===== src/sv/u8u16_pkg.sv =====
// ----------------------------------------------------------------------------
// UTF-8 to UTF-16 decoder package
// Result type and code constants shared by the decoder logic.
// ----------------------------------------------------------------------------
package u8u16_pkg;

    localparam int UNIT_W = 31;

    localparam logic [UNIT_W-1:0] SURR_HIGH_BASE = 31'h0000_D800;
    localparam logic [UNIT_W-1:0] SURR_LOW_BASE  = 31'h0000_DC00;
    localparam logic [UNIT_W-1:0] PLANE1_BASE    = 31'h0001_0000;
    localparam logic [UNIT_W-1:0] UNICODE_MAX    = 31'h0010_FFFF;
    localparam logic [9:0]        SURR_MASK      = 10'h3FF;
    localparam logic [7:0]        CONT_MASK      = 8'hC0;
    localparam logic [7:0]        CONT_TAG       = 8'h80;
    localparam logic [5:0]        CONT_BITS      = 6'h3F;

    typedef struct packed {
        logic [UNIT_W-1:0] unit;
        logic              is_error;
        logic              last_of_run;
        logic              end_of_string;
    } t_result;

endpackage


===== src/sv/utf8_to_utf16_decoder.sv =====
// ----------------------------------------------------------------------------
// UTF-8 to UTF-16 decoder
// Decodes a UTF-8 byte stream (1 to 6 byte forms) into code points or
// UTF-16 units with surrogate pairs, and flags malformed strings.
// ----------------------------------------------------------------------------
//  Channel   Direction  Transaction
//  s_axis    in         one UTF-8 byte, tlast marks the final byte of a string
//  m_axis    out        one code point or UTF-16 unit, tlast on last per byte
//  cfg       in         wide_units mode bit
//
// An accepted byte is registered, decoded from that register and its
// results are written to a two-entry output buffer, so one byte per cycle is
// sustained while the output keeps up.
// The high surrogate goes out first while the low one waits in the second
// entry; a byte stalls only when its results do not fit in the buffer.
// Reset is synchronous and clears the decode state and the mode bit.
// A stalled output holds the input register, which then deasserts tready.
module utf8_to_utf16_decoder (
    input  logic        i_clk,
    input  logic        i_rst_n,
    input  logic        i_cfg_valid,
    output logic        o_cfg_ready,
    input  logic        i_cfg_data,    // wide_units
    input  logic        s_axis_tvalid,
    output logic        s_axis_tready,
    input  logic [7:0]  s_axis_tdata,  // [7:0] byte_in
    input  logic        s_axis_tlast,  // string_end
    output logic        m_axis_tvalid,
    input  logic        m_axis_tready,
    output logic [31:0] m_axis_tdata,  // [30:0] unit, [31] zero
    output logic        m_axis_tlast,  // last_of_run
    output logic [1:0]  m_axis_tuser   // [0] is_error, [1] end_of_string
);

    logic                r_wide;
    logic                r_in_valid;
    logic [7:0]          r_in_byte;
    logic                r_in_end;
    logic [30:0]         r_acc;
    logic [2:0]          r_pend;
    logic                r_disc;
    logic                r_out_valid;
    logic                r_low_valid;
    u8u16_pkg::t_result  r_out;
    u8u16_pkg::t_result  r_low;

    logic [30:0]         n_acc;
    logic [2:0]          n_pend;
    logic                n_disc;
    logic                n_out_valid;
    logic                n_low_valid;
    u8u16_pkg::t_result  n_out;
    u8u16_pkg::t_result  n_low;
    logic [1:0]          d_nres;
    u8u16_pkg::t_result  d_res0;
    u8u16_pkg::t_result  d_res1;
    logic                pop;
    logic                room1;
    logic                room2;
    logic                fire;

    assign o_cfg_ready   = 1'b1;
    assign pop           = r_out_valid && m_axis_tready;
    assign room2         = !r_out_valid || (pop && !r_low_valid);
    assign room1         = !r_low_valid || pop;
    assign fire          = r_in_valid && ((d_nres == 2'd0)
                                       || (d_nres == 2'd1 && room1)
                                       || (d_nres == 2'd2 && room2));
    assign s_axis_tready = !r_in_valid || fire;

    assign m_axis_tvalid = r_out_valid;
    assign m_axis_tdata  = {1'b0, r_out.unit};
    assign m_axis_tlast  = r_out.last_of_run;
    assign m_axis_tuser  = {r_out.end_of_string, r_out.is_error};

    always_comb begin
        logic [30:0] acc_new;
        logic [2:0]  pend_new;
        logic        err;
        logic [19:0] off;
        acc_new  = r_acc;
        pend_new = r_pend;
        err      = 1'b0;
        off      = '0;
        n_acc    = r_acc;
        n_pend   = r_pend;
        n_disc   = r_disc;
        d_nres   = 2'd0;
        d_res0   = '{unit: '0, is_error: 1'b0, last_of_run: 1'b1,
                     end_of_string: r_in_end};
        d_res1   = d_res0;

        if (r_disc) begin
            n_disc = !r_in_end;
        end else begin
            if (r_pend == 3'd0) begin
                case (r_in_byte) inside
                    [8'h00:8'h7F]: begin
                        acc_new = {23'd0, r_in_byte};
                        pend_new = 3'd0;
                    end
                    [8'hC0:8'hDF]: begin
                        acc_new = {26'd0, r_in_byte[4:0]};
                        pend_new = 3'd1;
                    end
                    [8'hE0:8'hEF]: begin
                        acc_new = {27'd0, r_in_byte[3:0]};
                        pend_new = 3'd2;
                    end
                    [8'hF0:8'hF7]: begin
                        acc_new = {28'd0, r_in_byte[2:0]};
                        pend_new = 3'd3;
                    end
                    [8'hF8:8'hFB]: begin
                        acc_new = {29'd0, r_in_byte[1:0]};
                        pend_new = 3'd4;
                    end
                    [8'hFC:8'hFD]: begin
                        acc_new = {30'd0, r_in_byte[0]};
                        pend_new = 3'd5;
                    end
                    default: begin
                        err = 1'b1;
                    end
                endcase
            end else begin
                if ((r_in_byte & u8u16_pkg::CONT_MASK) != u8u16_pkg::CONT_TAG) begin
                    err = 1'b1;
                end else begin
                    acc_new  = {r_acc[24:0], r_in_byte[5:0] & u8u16_pkg::CONT_BITS};
                    pend_new = r_pend - 3'd1;
                end
            end

            if (!err) begin
                if (pend_new != 3'd0) begin
                    if (r_in_end) begin
                        err = 1'b1;
                    end else begin
                        n_acc  = acc_new;
                        n_pend = pend_new;
                    end
                end else begin
                    n_acc  = '0;
                    n_pend = 3'd0;
                    if (r_wide || acc_new < u8u16_pkg::PLANE1_BASE) begin
                        d_nres      = 2'd1;
                        d_res0.unit = acc_new;
                    end else if (acc_new > u8u16_pkg::UNICODE_MAX) begin
                        err = 1'b1;
                    end else begin
                        off                = acc_new[19:0] - u8u16_pkg::PLANE1_BASE[19:0];
                        d_nres             = 2'd2;
                        d_res0.unit        = u8u16_pkg::SURR_HIGH_BASE | {21'd0, off[19:10]};
                        d_res0.last_of_run = 1'b0;
                        d_res1.unit        = u8u16_pkg::SURR_LOW_BASE
                                           | {21'd0, off[9:0] & u8u16_pkg::SURR_MASK};
                    end
                end
            end

            if (err) begin
                n_acc           = '0;
                n_pend          = 3'd0;
                n_disc          = !r_in_end;
                d_nres          = 2'd1;
                d_res0.unit     = '0;
                d_res0.is_error = 1'b1;
            end
        end
    end

    always_comb begin
        n_out       = r_out;
        n_low       = r_low;
        n_out_valid = r_out_valid;
        n_low_valid = r_low_valid;
        if (pop) begin
            n_out       = r_low;
            n_out_valid = r_low_valid;
            n_low_valid = 1'b0;
        end
        if (fire) begin
            if (d_nres == 2'd2) begin
                n_out       = d_res0;
                n_out_valid = 1'b1;
                n_low       = d_res1;
                n_low_valid = 1'b1;
            end else if (d_nres == 2'd1) begin
                if (n_out_valid) begin
                    n_low       = d_res0;
                    n_low_valid = 1'b1;
                end else begin
                    n_out       = d_res0;
                    n_out_valid = 1'b1;
                end
            end
        end
    end

    always_ff @(posedge i_clk) begin
        if (!i_rst_n) begin
            r_wide      <= 1'b0;
            r_in_valid  <= 1'b0;
            r_acc       <= '0;
            r_pend      <= 3'd0;
            r_disc      <= 1'b0;
            r_out_valid <= 1'b0;
            r_low_valid <= 1'b0;
        end else begin
            if (i_cfg_valid && o_cfg_ready) begin
                r_wide <= i_cfg_data;
            end
            if (s_axis_tready) begin
                r_in_valid <= s_axis_tvalid;
            end
            if (fire) begin
                r_acc  <= n_acc;
                r_pend <= n_pend;
                r_disc <= n_disc;
            end
            r_out_valid <= n_out_valid;
            r_low_valid <= n_low_valid;
        end
    end

    always_ff @(posedge i_clk) begin
        if (s_axis_tready && s_axis_tvalid) begin
            r_in_byte <= s_axis_tdata;
            r_in_end  <= s_axis_tlast;
        end
        r_out <= n_out;
        r_low <= n_low;
    end

    a_low_needs_out: assert property (@(posedge i_clk) disable iff (!i_rst_n)
        r_low_valid |-> r_out_valid)
        else $error("Second output entry valid while the first one is empty.");

    a_high_has_low: assert property (@(posedge i_clk) disable iff (!i_rst_n)
        (r_out_valid && !r_out.last_of_run) |-> r_low_valid)
        else $error("High surrogate in the output register without its low unit.");

    a_pend_range: assert property (@(posedge i_clk) disable iff (!i_rst_n)
        (r_pend != 3'd6) && (r_pend != 3'd7))
        else $error("Pending continuation count out of range.");

    a_disc_clean: assert property (@(posedge i_clk) disable iff (!i_rst_n)
        r_disc |-> (r_pend == 3'd0 && r_acc == '0))
        else $error("Decode state not cleared while a string is dropped.");

endmodule

===== config.mk =====
export PLATFORM = sky130hd
export DESIGN_NAME = utf8_to_utf16_decoder
export DESIGN_NICKNAME = d
export VERILOG_FILES = /design/src/sv/u8u16_pkg.sv /design/src/sv/utf8_to_utf16_decoder.sv
export SDC_FILE = /design/constraint.sdc
export NUM_CORES = 1
export LEC_CHECK = 0
export ABC_AREA = 1
export CORE_MARGIN = 10
export CORE_UTILIZATION = 55
export DETAILED_ROUTE_END_ITERATION = 10
export DONT_BUFFER_PORTS = 1
export PLACE_DENSITY = 0.7
export SLEW_MARGIN = 10
export SYNTH_ARGS = -nofsm -noshare
export SYNTH_HDL_FRONTEND = slang
export SYNTH_SLANG_ARGS = --single-unit

===== constraint.sdc =====
create_clock -name i_clk -period 15.5 [get_ports i_clk]
set_clock_uncertainty 0.1 [all_clocks]
set_input_delay 3.1 -clock i_clk [delete_from_list [all_inputs] [get_ports i_clk]]
set_output_delay 3.1 -clock i_clk [all_outputs]
set_load 0.005 [all_outputs]

==> results by group <==
Clocking
  – Worst-skew pair later-pin latency: 430 ps
  – # hold bufs at CTS: 0
  – Clock slew at reported path FFs: 50 ps
  – Htree depth: 4
  – CTS tree: built
  – Clock Tree Buf Depth: 2
  – Clock Sinks: 116
  – CTS buffer count: 17
  – # Post-CTS Setup Buffers: 0
  – Clk root buf: clkbuf_16
  – Post-cts resize count: 0

STA
  – FMAX: 110.3 MHz
  – Final Slew Violations: 0
  – Minimum clock period: 9064 ps
  – Fin. Hold Viols: 0
  – Post-route setup TNS: 0 ps
  – Slew headroom: 19.96%
  – Count of final setup violators: 0
  – Fin Hold WS: 370.1 ps
  – Period utilization: 58.48%
  – Worst slew pin tran: 1199 ps
  – RSZ-0062 raised after global routing: false

Floorplan
  – Die height: 131.5 µm
  – Rows: 40
  – Die Area: 17,280 µm²
  – Die Width: 131.5 µm
  – I/O pin total: 53
  – Initial Util: 56.42%
  – Total core area: 12,110 µm²

Finish
  – Most frequent cells in the layout: 185 x nand2_1, 127 x nor2_1, 99 x inv_1
  – Final core occ: 61.10%
  – Area of the multi-input gates: 3435 µm²
  – P&R area growth vs syn: 8.295%
  – # nets final: 928
  – Fill cell count: 1,126
  – Ant. Diodes: 0
  – Final instance area: 7400 µm²
  – Most common cell after layout, fill and taps aside: nand2_1
  – Share of cells above drive strength 1: 10.12%
  – Sequential cell area: 2753 µm²

Global routing
  – Global-route wire length before repair: 30,290 µm
  – All-Layer GR Usage: 21.17%
  – Vias in the first global route: 5,633
  – Initial antenna violation count: 0
  – Largest net degree at the start of global routing: 69
  – Grt ovf: 0

Yosys
  – Main combinational cell family by area after synthesis: simple AND/OR/NAND/NOR gates
  – Asr flop ratio synth: 0%
  – Synth cell types: 51
  – Area share of xor/xnor cells in the synthesized design: 0.1282%
  – Multiplexer area fraction after synthesis: 0.9339%
  – Post-synthesis cell count: 936
  – Synth Area in Adders: 1.282%
  – Post-synthesis sequential area ratio: 40.29%
  – Top cells by area, synth: dfxtp_1 21%, edfxtp_1 19%, nand2_1 10%
  – Netlist Area Pre-Place: 6833 µm²
  – Synth Net Count: 958
  – Synth Area in Simple Gates: 31.07%
  – Synth Warn #: 0
  – Synth Area in Compound Gates: 16.52%
  – Avg Inst Size Synth: 7.300 µm²
  – Yosys top cell by area: dfxtp_1
  – Synth Flop Type: dfxtp_1
  – EDFF count, synth: 43
  – Post-synth top area share: 21.39%
  – #FFs+latches synth: 116

Drt
  – DR vias/cell: 5.762
  – Vias: 6,263
  – DRC errors left: 0
  – Top sig layer: met4
  – Avg WL per Cell: 16.88 µm
  – Total wire length: 18,350 µm
  – Routed wl met2: 8238 µm
  – Post-route ant nets: 0
  – Initial DRC count: 834
  – WL met1: 8227 µm
  – Met3 wire len: 1617 µm
  – Pre-Repair DR Iteration Count: 5

Setup path
  – Setup crit end kind: primary output
  – Startpoint Class: flip-flop
  – Critical path required time: 12,300 ps
  – CP Max Fanout: 35
  – WS Path Type: reg -> out
  – Arr. time, crit path: 5860 ps
  – Register-to-register setup slack: 7810 ps

Power
  – Total power: 999.0 µW
  – VDD IR max: 61.55 µV
  – Lkg Pwr: 0.003217 µW
  – Clk pwr share: 38.0%
  – Power density cells: 135.0 nW/µm²
  – Internal power: 677.4 µW
  – Switching part of the total: 32.19%
  – Sequential share of power: 40.7%
  – Combinational power share: 21.4%
  – Net switching power: 321.6 µW

Placement
  – Buffers on Ports: 0
  – Routability congestion estimate from global placement: 0.9391
  – Placed inst area: 6829 µm²
  – Detailed Place HPWL: 13,260 µm

Flow run
  – Max-cap violations: 0

Min path
  – HP Class: reg -> reg

Status
  – Status: complete, no violations
-- critical path, stage by stage, from the launching register on --
cell and delay (ps):
dfxtp_1 380, inv_1 70, ha_1 200, ha_1 370, buf_4 280, inv_1 360
nand2_2 240, a21oi_1 210, nand3b_1 170, nand3_2 580, a21oi_2 890, nand2_1 210
nand2_1 150, nand2_1 90, inv_1 80, ha_1 710, a221oi_1 220, nand2_1 210
-- registers in the layout (all words and copies together), names as in the netlist --
register and cells:
m_axis_tvalid 1, r_low_valid 1, m_axis_tlast 1, r_acc 31, r_wide 1, r_pend 3
m_axis_tdata 31, r_disc 1, r_in_valid 1, r_in_end 1, r_in_byte 8, r_low 34
m_axis_tuser 2
-- cell type report --
cell class	instances	share of cell area [%]
clock buffer	21	6.223
clock inverter	11	1.488
tap	168	2.841
inverter	107	5.428
multi-input combinational	660	46.42
timing repair buffer	4	0.4058
sequential	116	37.20
-- synth_stat cells, types with 2 or more instances --
cell,n
a211oi_1,5
a21oi_1,61
a21oi_2,7
a21oi_4,2
buf_1,8
buf_2,2
buf_4,5
buf_6,3
clkbuf_1,34
conb_1,2
dfxtp_1,73
edfxtp_1,43
ha_1,7
inv_1,99
inv_2,7
mux2_2,3
mux2i_1,3
nand2_1,186
nand2_2,10
nand2_4,4
nand3_1,53
nand3_2,3
nand3_4,3
nand4_1,53
nor2_1,127
nor2_2,4
nor2_4,3
o211ai_1,26
o21ai_0,51
o21ai_1,17
o21ai_2,5
o21bai_1,2
o22ai_1,4
or2_1,3
or2_2,2
-- power groups by stage --
stage / registers [µW] / logic (µW) / clock network, µW
final: 406 / 213 / 379
after global routing: 415 / 243 / 397
after CTS: 410 / 211 / 382
after detailed placement: 416 / 209 / 0
after global placement: 414 / 201 / 0
after floorplan: 401 / 177 / 0
-- cells by family after synthesis --
| kind of cell | Yosys count |
|---|---|
| XOR/XNOR | 1 |
| AND/OR/NAND/NOR | 457 |
| adder cells (fa/ha/maj) | 7 |
| AO/OA/AOI/OAI | 187 |
| flip-flops | 116 |
| other | 2 |
| buffers and inverters | 160 |
| multiplexers | 6 |
-- final timing paths --
path	from	endpoint	cells past startpoint
setup / recovery	r_pend[0]$_SDFFE_PN0P_	s_axis_tready	17
hold / removal	r_pend[2]$_SDFFE_PN0P_	r_pend[2]$_SDFFE_PN0P_	2
setup reg to reg	r_pend[0]$_SDFFE_PN0P_	m_axis_tdata[21]$_DFF_P_	25
hold reg to reg	r_pend[2]$_SDFFE_PN0P_	r_pend[2]$_SDFFE_PN0P_	2
-- routing by layer --
metal / vias to the layer above / GRT usage (%)
met3: 23 / 5.831
met2: 249 / 31.66
met4: 0 / 6.922
met5: - / 0
met1: 2919 / 28.86
li1: 3072 / -
-- metrics by stage --
stage,instances,worst slack [ps]
global route,1087,5959
global placement,1055,7343
detailed placement,1055,7040
floorplan,936,8343
finish,1087,6436
CTS,1087,6582
(Power assumes the default switching activity.)
